<file path="src/rtl/mfrf_pkg.sv">
// Shared types and constants for the message framed receive FIFO.
package mfrf_pkg;

	localparam int DEPTH_DEFAULT   = 256;
	localparam logic [7:0] MARKER_RESET = 8'h0D;
	localparam logic [7:0] PRINT_LO     = 8'h20;
	localparam logic [7:0] PRINT_HI     = 8'h7E;
	localparam int LEVEL_W         = 9;

	typedef enum logic {
		FUNC_RECEIVE = 1'b0,
		FUNC_POP     = 1'b1
	} func_t;

	typedef struct packed {
		logic       func;
		logic [7:0] rx_byte;
		logic       parity_error;
		logic       overrun;
	} item_t;

	typedef struct packed {
		logic [7:0]         data_byte;
		logic               data_valid;
		logic               end_of_message;
		logic               nothing_read;
		logic [LEVEL_W-1:0] fill_level;
		logic [LEVEL_W-1:0] messages_waiting;
		logic [7:0]         parity_error_count;
		logic [7:0]         overflow_error_count;
	} result_t;

endpackage

</file>
<file path="src/rtl/mfrf_ram.sv">
// Generic single write port, single registered read port RAM.
module mfrf_ram #(
	parameter int WIDTH = 8,
	parameter int DEPTH = mfrf_pkg::DEPTH_DEFAULT
) (
	input  logic                     clk,
	input  logic                     wr_en,
	input  logic [$clog2(DEPTH)-1:0] wr_addr,
	input  logic [WIDTH-1:0]         wr_data,
	input  logic [$clog2(DEPTH)-1:0] rd_addr,
	output logic [WIDTH-1:0]         rd_data
);

	logic [WIDTH-1:0] mem_q [DEPTH];

	always_ff @(posedge clk) begin
		if (wr_en) begin
			mem_q[wr_addr] <= wr_data;
		end
		rd_data <= mem_q[rd_addr];
	end

endmodule

</file>
<file path="src/rtl/mfrf_core.sv">
// Pointer, counter and result logic for the message framed receive FIFO.
module mfrf_core #(
	parameter int DEPTH = mfrf_pkg::DEPTH_DEFAULT
) (
	input  logic                     clk,
	input  logic                     arst_n,
	input  logic                     valid_s1,
	input  mfrf_pkg::item_t          item_s1,
	input  logic [7:0]               end_marker,
	output logic                     mem_we,
	output logic [$clog2(DEPTH)-1:0] mem_waddr,
	output logic [7:0]               mem_wdata,
	output logic [$clog2(DEPTH)-1:0] mem_raddr,
	input  logic [7:0]               mem_rdata,
	output logic                     done_q,
	output mfrf_pkg::result_t        result_q
);

	localparam int IDX_W = $clog2(DEPTH);
	localparam int CNT_W = $clog2(DEPTH + 1);
	// message count is not bounded by the fill level: after end_marker
	// changes, stored old markers no longer retire it
	localparam int MSG_W = 32;
	localparam logic [IDX_W-1:0] LAST_IDX  = IDX_W'(DEPTH - 1);
	localparam logic [CNT_W-1:0] FULL_CNT  = CNT_W'(DEPTH);
	localparam logic [CNT_W-1:0] LIMIT_CNT = CNT_W'(DEPTH - 2);

	logic [IDX_W-1:0] wr_idx_q, rd_idx_q, wr_idx_d, rd_idx_d;
	logic [CNT_W-1:0] held_q, held_d;
	logic [MSG_W-1:0] msg_q, msg_d;
	logic [7:0]       perr_q, ovf_q, perr_d, ovf_d;
	logic             byp_q;
	logic [7:0]       byp_data_q;

	logic             is_rx, is_marker, room, store, pop_ok, drop;
	logic [1:0]       ovf_add;
	logic [7:0]       pop_data;
	logic             pop_eom, pop_print;
	logic [31:0]      held_wide, msg_wide;
	mfrf_pkg::result_t res_d;

	// read data arrives in the cycle after the address; a write to that address
	// in the same cycle is forwarded
	assign pop_data = byp_q ? byp_data_q : mem_rdata;

	always_comb begin
		is_rx     = valid_s1 && (item_s1.func == mfrf_pkg::FUNC_RECEIVE);
		is_marker = (item_s1.rx_byte == end_marker);
		room      = is_marker ? (held_q < FULL_CNT) : (held_q < LIMIT_CNT);
		store     = is_rx && !item_s1.parity_error && room;
		drop      = is_rx && !item_s1.parity_error && !room;
		pop_ok    = valid_s1 && (item_s1.func == mfrf_pkg::FUNC_POP)
			&& (msg_q != '0) && (held_q != '0);
		pop_eom   = (pop_data == end_marker);
		pop_print = !pop_eom && (pop_data >= mfrf_pkg::PRINT_LO)
			&& (pop_data <= mfrf_pkg::PRINT_HI);

		ovf_add = {1'b0, is_rx && item_s1.overrun} + {1'b0, drop};
		ovf_d   = ovf_q + {6'b0, ovf_add};
		perr_d  = perr_q + {7'b0, is_rx && item_s1.parity_error};

		wr_idx_d = wr_idx_q;
		rd_idx_d = rd_idx_q;
		held_d   = held_q;
		msg_d    = msg_q;
		if (store) begin
			wr_idx_d = (wr_idx_q == LAST_IDX) ? '0 : wr_idx_q + 1'b1;
			held_d   = held_q + 1'b1;
			if (is_marker) begin
				msg_d = msg_q + 1'b1;
			end
		end
		if (pop_ok) begin
			rd_idx_d = (rd_idx_q == LAST_IDX) ? '0 : rd_idx_q + 1'b1;
			held_d   = held_q - 1'b1;
			if (pop_eom) begin
				msg_d = msg_q - 1'b1;
			end
		end

		held_wide = 32'(held_d);
		msg_wide  = 32'(msg_d);

		res_d.data_byte            = pop_ok ? pop_data : 8'h00;
		res_d.data_valid           = pop_ok && pop_print;
		res_d.end_of_message       = pop_ok && pop_eom;
		res_d.nothing_read         = valid_s1 && (item_s1.func == mfrf_pkg::FUNC_POP)
			&& !pop_ok;
		res_d.fill_level           = held_wide[mfrf_pkg::LEVEL_W-1:0];
		res_d.messages_waiting     = msg_wide[mfrf_pkg::LEVEL_W-1:0];
		res_d.parity_error_count   = perr_d;
		res_d.overflow_error_count = ovf_d;
	end

	assign mem_we    = store;
	assign mem_waddr = wr_idx_q;
	assign mem_wdata = item_s1.rx_byte;
	assign mem_raddr = rd_idx_d;

	always_ff @(posedge clk or negedge arst_n) begin
		if (!arst_n) begin
			wr_idx_q <= '0;
			rd_idx_q <= '0;
			held_q   <= '0;
			msg_q    <= '0;
			perr_q   <= '0;
			ovf_q    <= '0;
			byp_q    <= 1'b0;
			done_q   <= 1'b0;
		end else begin
			done_q <= valid_s1;
			byp_q  <= store && (wr_idx_q == rd_idx_d);
			if (valid_s1) begin
				wr_idx_q <= wr_idx_d;
				rd_idx_q <= rd_idx_d;
				held_q   <= held_d;
				msg_q    <= msg_d;
				perr_q   <= perr_d;
				ovf_q    <= ovf_d;
			end
		end
	end

	always_ff @(posedge clk) begin
		byp_data_q <= item_s1.rx_byte;
		if (valid_s1) begin
			result_q <= res_d;
		end
	end

	a_held_bound: assert property (@(posedge clk) disable iff (!arst_n)
		held_q <= FULL_CNT)
		else $error("held count above depth");

	a_done_follows: assert property (@(posedge clk) disable iff (!arst_n)
		valid_s1 |=> done_q)
		else $error("item without result strobe");

	a_no_spurious: assert property (@(posedge clk) disable iff (!arst_n)
		!valid_s1 |=> !done_q)
		else $error("result strobe without item");

	a_held_stable: assert property (@(posedge clk) disable iff (!arst_n)
		(valid_s1 && !store && !pop_ok) |=> $stable(held_q) && $stable(msg_q))
		else $error("counts moved on an item that stores or pops nothing");

endmodule

</file>
<file path="src/rtl/message_framed_receive_fifo_core.sv">
// Top level of the message framed receive FIFO.
//
// Command channel: an item (func, rx_byte, parity_error, overrun) is taken
// at a rising edge with start high and busy low. busy stays low, so a new
// item may be started in every cycle: one item per cycle sustained.
// Each item yields exactly one result on the output ports, marked by done
// for a single cycle; the item is registered into valid_s1 / item_s1 and
// its result then into result_q with done. The receiver cannot stall.
// func receive stores rx_byte (or counts parity/overflow); func pop takes
// one byte only while a complete message, ended by end_marker, is held.
// end_marker is written with cfg_we / cfg_wdata while no item is in flight
// (the user must see to it; the block does not check). Byte storage is a
// DEPTH entry RAM with registered read; the read address runs one item
// ahead so popped data is ready when the pop is worked on. Asynchronous
// reset clears pointers, counts and error counters and sets end_marker to
// carriage return; the RAM is not cleared and no clearing pass is needed.
module message_framed_receive_fifo_core #(
	parameter int DEPTH = mfrf_pkg::DEPTH_DEFAULT
) (
	input  logic       clk,
	input  logic       arst_n,
	input  logic       start,
	output logic       busy,
	input  logic       func,
	input  logic [7:0] rx_byte,
	input  logic       parity_error,
	input  logic       overrun,
	input  logic       cfg_we,
	input  logic [7:0] cfg_wdata,
	output logic       done,
	output logic [7:0] data_byte,
	output logic       data_valid,
	output logic       end_of_message,
	output logic       nothing_read,
	output logic [8:0] fill_level,
	output logic [8:0] messages_waiting,
	output logic [7:0] parity_error_count,
	output logic [7:0] overflow_error_count
);

	localparam int IDX_W = $clog2(DEPTH);

	logic              valid_s1;
	mfrf_pkg::item_t   item_s1;
	logic [7:0]        end_marker_q;
	logic              mem_we;
	logic [IDX_W-1:0]  mem_waddr, mem_raddr;
	logic [7:0]        mem_wdata, mem_rdata;
	mfrf_pkg::result_t result_q;

	assign busy = 1'b0;

	always_ff @(posedge clk or negedge arst_n) begin
		if (!arst_n) begin
			valid_s1     <= 1'b0;
			end_marker_q <= mfrf_pkg::MARKER_RESET;
		end else begin
			valid_s1 <= start && !busy;
			if (cfg_we) begin
				end_marker_q <= cfg_wdata;
			end
		end
	end

	always_ff @(posedge clk) begin
		if (start && !busy) begin
			item_s1.func         <= func;
			item_s1.rx_byte      <= rx_byte;
			item_s1.parity_error <= parity_error;
			item_s1.overrun      <= overrun;
		end
	end

	mfrf_ram #(
		.WIDTH(8),
		.DEPTH(DEPTH)
	) u_ram (
		.clk     (clk),
		.wr_en   (mem_we),
		.wr_addr (mem_waddr),
		.wr_data (mem_wdata),
		.rd_addr (mem_raddr),
		.rd_data (mem_rdata)
	);

	mfrf_core #(
		.DEPTH(DEPTH)
	) u_core (
		.clk        (clk),
		.arst_n     (arst_n),
		.valid_s1   (valid_s1),
		.item_s1    (item_s1),
		.end_marker (end_marker_q),
		.mem_we     (mem_we),
		.mem_waddr  (mem_waddr),
		.mem_wdata  (mem_wdata),
		.mem_raddr  (mem_raddr),
		.mem_rdata  (mem_rdata),
		.done_q     (done),
		.result_q   (result_q)
	);

	assign data_byte            = result_q.data_byte;
	assign data_valid           = result_q.data_valid;
	assign end_of_message       = result_q.end_of_message;
	assign nothing_read         = result_q.nothing_read;
	assign fill_level           = result_q.fill_level;
	assign messages_waiting     = result_q.messages_waiting;
	assign parity_error_count   = result_q.parity_error_count;
	assign overflow_error_count = result_q.overflow_error_count;

endmodule

</file>
<file path="config.mk">
export PLATFORM = sky130hd
export DESIGN_NAME = message_framed_receive_fifo_core
export DESIGN_NICKNAME = d
export VERILOG_FILES = /design/src/rtl/mfrf_pkg.sv /design/src/rtl/mfrf_ram.sv /design/src/rtl/mfrf_core.sv /design/src/rtl/message_framed_receive_fifo_core.sv
export SDC_FILE = /design/constraint.sdc
export NUM_CORES = 2
export LEC_CHECK = 0
export BUFFER_PORTS_ARGS = -buffer_cell sky130_fd_sc_hd__buf_2
export CELL_PAD_IN_SITES_DETAIL_PLACEMENT = 2
export CELL_PAD_IN_SITES_GLOBAL_PLACEMENT = 2
export CORE_ASPECT_RATIO = 1.5
export CORE_UTILIZATION = 32
export CTS_CLUSTER_DIAMETER = 150
export DETAILED_ROUTE_END_ITERATION = 12
export MAX_ROUTING_LAYER = met4
export PLACE_DENSITY = 0.63
export SLEW_MARGIN = 10
export SYNTH_ARGS = -nofsm -noshare
export SYNTH_HDL_FRONTEND = slang
export SYNTH_SLANG_ARGS = --single-unit
</file>
<file path="constraint.sdc">
create_clock -name clk -period 8.7 [get_ports clk]
set_clock_uncertainty 0.05 [all_clocks]
set_input_delay 0.435 -clock clk [delete_from_list [all_inputs] [get_ports clk]]
set_output_delay 0.435 -clock clk [all_outputs]
set_load 0.01 [all_outputs]
</file>
==> impl_metrics.yaml <==
route:
  drtIter0Drc: 4126
  routed.top_layer: "met4"
  route.detailed.wl_per_inst_um: 31.1
  route.met3.wl_um: 13100
  post_drt_via_cell_ratio: 5.47
  detailroute.via_count: 59300
  met1Wirelength_um: 129000
  final_wl_um: 337000
  wl_met2_um: 177000
  ant_nets: 0
  drcViolationCount: 0
  detailedRoute.firstPassIterationCount: 5
global_routing:
  grt_start_max_net_pins: 188
  via_count_of_the_first_global_routing_pass: 63600
  antenna_found_initial: 15
  grtUsageTotal: 0.242
  grt_first_pass_wirelength_um: 478000
  grt_overflow: 0
hold_path:
  worst_hold_startpoint: "rx_byte[7]"
  min_path_type: "primary input to register"
cts:
  clock_tree.htree_level_count: 4
  cts_resized: 0
  cts-buffers-inserted: 220
  tritoncts: "yes"
  clk_pin_slew_ns: 0.06
  cts_num_sinks: 2204
  cts_root_buf: "sky130_fd_sc_hd__clkbuf_16"
  latest_clock_arrival_within_the_worst_skew_pair_ns: 0.92
  postCtsSetupBuffers: 0
  bufs_on_longest_clock_path: 4
pwr:
  net-switching-power_uw: 6030
  power_frac_comb: 0.095
  power.share.sequential: 0.507
  sw_frac_of_total: 0.256
  power.share.clock: 0.398
  power_density_mw_per_mm2: 233
  maximum_ir_drop_on_the_vdd_rail_mv: 0.188
  power_report.internal_total_uw: 17500
  p_leak_uw: 0.0340
placed_design:
  detailed_place_hpwl_um: 208000
  place_congestion: 0.848
  io_buffers: 68
  dpl_worst_slack_ns: 1.75
  place_area_mm2: 0.0939
timing:
  fmax_mhz: 142
  finalHoldViolations: 0
  pins_over_their_slew_limit: 0
  count_of_final_setup_violators: 0
  layout_min_cycle_time_ns: 7.05
  grt_setup_unrepaired: "no"
  setup_tns_ns: 0
  final_min_period_over_clock_period: 0.810
  worst_slew_margin_rel: 0.125
  post-route-worst-setup-slack_ns: 1.65
  worstMarginPinSlew_ns: 1.31
  holdWs_ns: 0.173
synthesis:
  post_synth_inst_count: 6962
  yosysWarnings: 0
  synthesized_net_count: 6999
  count_of_flip_flops_with_a_built_in_enable_after_synthesis: 2104
  ys_async_sr_fraction: 0.0381
  synth_area_mm2: 0.0896
  ys_types: 78
  register_bit_count_reported_by_yosys: 2204
  ys_dominant_reg_cell: "sky130_fd_sc_hd__edfxtp_1"
  synth.avg_cell_area_um2: 12.9
  yosysSeqAreaShare: 0.732
setup_path:
  timing.setup.critical_path_class: "register to register"
  worst-path-max-fanout: 145
  cells_along_the_critical_path: "inv_1, ha_1, nor4b_1, a21oi_1, o22ai_2, buf_4, or3_4, inv_16, buf_4, and3_1, a31oi_1, o221ai_1, nor4_1, buf_4, o22ai_1, a211oi_2"
  worstPathRequired_ns: 9.45
  worstPathArrival_ns: 7.80
  worst_setup_path_end_kind: "register"
  crit_top_cell: "sky130_fd_sc_hd__buf_4"
  critical_path.max_stage_delay_ns: 1.00
  crit_start: "u_core.held_q[0]"
  worstReg2RegStart: "u_core.held_q[0]"
  slowest_stage: "sky130_fd_sc_hd__nor4_1"
  critical_path.startpoint_type: "register"
layout:
  post-route-util: 0.363
  postLayoutCellArea_mm2: 0.101
  multi_input_area_mm2: 0.0218
  layout_cell_share_with_drive_strength_beyond_1: 0.0804
  area_delta_synth_final_pct: 12.7
  post_layout_nets: 6993
  fillCellCount: 28500
  seqCellArea_mm2: 0.0656
die:
  y_dimension_of_the_die_um: 650
  fp.dieArea_mm2: 0.282
  rows: 237
  die_width_um: 434
  starting_density_of_the_core: 0.322
  coreArea_mm2: 0.278
  io_pins: 70
job:
  cap_viol_max_count: 0
outcome:
  run_status: "complete, no violations"
[power groups by stage]
stage	registers (µW)	logic, µW	clock network (µW)
after floorplan	12300	1170	0
after global placement	12200	2170	0
final	11900	2230	9380
after CTS	11900	2250	9540
after global routing	11900	2370	9870
after detailed placement	12200	2230	0
[final timing paths]
check | depth (start not counted) | endpoint | slack [ns]
min in group asynchronous | 3 | end_marker_q[2] | 0.54
min reg2reg | 1 | u_core.msg_q[31] | 0.44
max | 16 | u_ram.rd_data[7] | 1.65
min | 2 | item_s1[9] | 0.17
max in group asynchronous | 4 | valid_s1 | 6.60
max reg2reg | 16 | u_ram.rd_data[7] | 1.65
[per-stage QoR]
step                      std cells  power, µW
after global placement        10400      14300
after detailed placement      10400      14400
final                         10800      23500
after floorplan                6962      13400
after global routing          10800      24200
after CTS                     10800      23700
[registers in the layout, indices dropped and copies added (netlist names)]
signal,count
end_marker_q,8
item_s1,11
u_core.byp_data_q,8
u_core.byp_q,1
u_core.done_q,1
u_core.held_q,9
u_core.mem_waddr,8
u_core.msg_q,32
u_core.ovf_q,8
u_core.perr_q,8
u_core.rd_idx_q,8
u_core.result_q,45
u_ram.mem_q,2048
u_ram.rd_data,8
valid_s1,1
[kinds of logic (layout without fill, tap and decap cells)]
group                      count (synthesis)  in the layout  synth area share
and+or+nand+nor                         3397           3397             0.165
DFF                                     2204           2204             0.732
AOI/OAI and AO/OA                        613            613            0.0473
buffers and inverters                    488            653            0.0275
muxes                                    140            140            0.0159
xor gates and xnor gates                 105            105            0.0103
adders and majority gates                 14             14           0.00204
other                                      1             15         0.0000418
[area by class of cell]
class                   count  area share
diodes                     14    0.000347
clock buffers             275      0.0577
clock inverters           118     0.00921
inverters                  21     0.00109
multi-input cells        4270       0.216
flip-flops and latches   2204       0.650
well taps                3704      0.0459
repair buffers            239      0.0197
[cell usage after synthesis (11+ instances only)]
cell type | instances | area, µm²
sky130_fd_sc_hd__a211oi_1 | 33 | 248
sky130_fd_sc_hd__a21oi_1 | 117 | 586
sky130_fd_sc_hd__a22oi_1 | 49 | 368
sky130_fd_sc_hd__a311oi_1 | 92 | 806
sky130_fd_sc_hd__a31oi_1 | 157 | 982
sky130_fd_sc_hd__a32oi_1 | 12 | 105
sky130_fd_sc_hd__and3_1 | 175 | 1090
sky130_fd_sc_hd__buf_1 | 37 | 139
sky130_fd_sc_hd__buf_2 | 242 | 1210
sky130_fd_sc_hd__buf_4 | 51 | 383
sky130_fd_sc_hd__buf_6 | 18 | 203
sky130_fd_sc_hd__clkbuf_1 | 119 | 447
sky130_fd_sc_hd__dfrtp_1 | 81 | 2030
sky130_fd_sc_hd__dfxtp_1 | 16 | 320
sky130_fd_sc_hd__edfxtp_1 | 2104 | 63200
sky130_fd_sc_hd__ha_1 | 13 | 163
sky130_fd_sc_hd__inv_1 | 16 | 60.1
sky130_fd_sc_hd__mux2_2 | 11 | 124
sky130_fd_sc_hd__mux2i_1 | 128 | 1280
sky130_fd_sc_hd__nand2_1 | 1906 | 7150
sky130_fd_sc_hd__nand3_1 | 796 | 3980
sky130_fd_sc_hd__nand4_1 | 46 | 288
sky130_fd_sc_hd__nor2_1 | 325 | 1220
sky130_fd_sc_hd__nor3_1 | 25 | 125
sky130_fd_sc_hd__nor4_1 | 37 | 231
sky130_fd_sc_hd__nor4b_1 | 13 | 114
sky130_fd_sc_hd__o211ai_1 | 20 | 150
sky130_fd_sc_hd__o21ai_0 | 29 | 145
sky130_fd_sc_hd__o221ai_1 | 14 | 123
sky130_fd_sc_hd__o22ai_1 | 25 | 156
sky130_fd_sc_hd__or3_1 | 19 | 119
sky130_fd_sc_hd__or4_1 | 14 | 105
sky130_fd_sc_hd__xnor2_1 | 61 | 534
sky130_fd_sc_hd__xor2_1 | 44 | 385
[worst max-delay path, delay by kind of cell (launching register included)]
family	cells	cell delay, ns
adder cells (fa/ha/maj)	1	0.14
AND/OR/NAND/NOR	4	2.65
buffers and inverters	5	1.63
AO/OA/AOI/OAI	6	1.89
flip-flops	1	0.45
[routing by layer]
layer	GRT usage	vias up
li1	-	25500
met1	0.275	31700
met2	0.426	1547
met3	0.0244	559
met4	0.110	0
met5	-	-
[what timing repair did]
action                                  in CTS  in global routing
endpoints found under the setup margin       0                  0
endpoints found under the hold margin       52                  0
hold buffers                                31                  0
[cells in the final DEF, fill, tap and decap left out, types with 15 or more instances in the layout]
cell,count
sky130_fd_sc_hd__and3_1,175
sky130_fd_sc_hd__buf_2,67
sky130_fd_sc_hd__nand3_1,782
sky130_fd_sc_hd__clkinv_1,54
sky130_fd_sc_hd__a311oi_1,91
sky130_fd_sc_hd__nor4_1,35
sky130_fd_sc_hd__clkinv_2,44
sky130_fd_sc_hd__dfxtp_1,16
sky130_fd_sc_hd__dlygate4sd3_1,31
sky130_fd_sc_hd__o21ai_0,29
sky130_fd_sc_hd__bufinv_16,15
sky130_fd_sc_hd__mux2i_1,128
sky130_fd_sc_hd__clkbuf_1,48
sky130_fd_sc_hd__a22oi_1,48
sky130_fd_sc_hd__xor2_1,44
sky130_fd_sc_hd__clkbuf_16,224
sky130_fd_sc_hd__or3_1,18
sky130_fd_sc_hd__a21oi_1,116
sky130_fd_sc_hd__nor2_1,320
sky130_fd_sc_hd__o22ai_1,24
sky130_fd_sc_hd__nor3_1,21
sky130_fd_sc_hd__dfrtp_1,80
sky130_fd_sc_hd__xnor2_1,61
sky130_fd_sc_hd__o211ai_1,20
sky130_fd_sc_hd__buf_4,118
sky130_fd_sc_hd__nand4_1,46
sky130_fd_sc_hd__a31oi_1,155
sky130_fd_sc_hd__a211oi_1,31
sky130_fd_sc_hd__nand2_1,1905
sky130_fd_sc_hd__edfxtp_1,2104
sky130_fd_sc_hd__buf_12,23
sky130_fd_sc_hd__inv_1,15
Note: power is estimated with default switching activity, not from simulation.
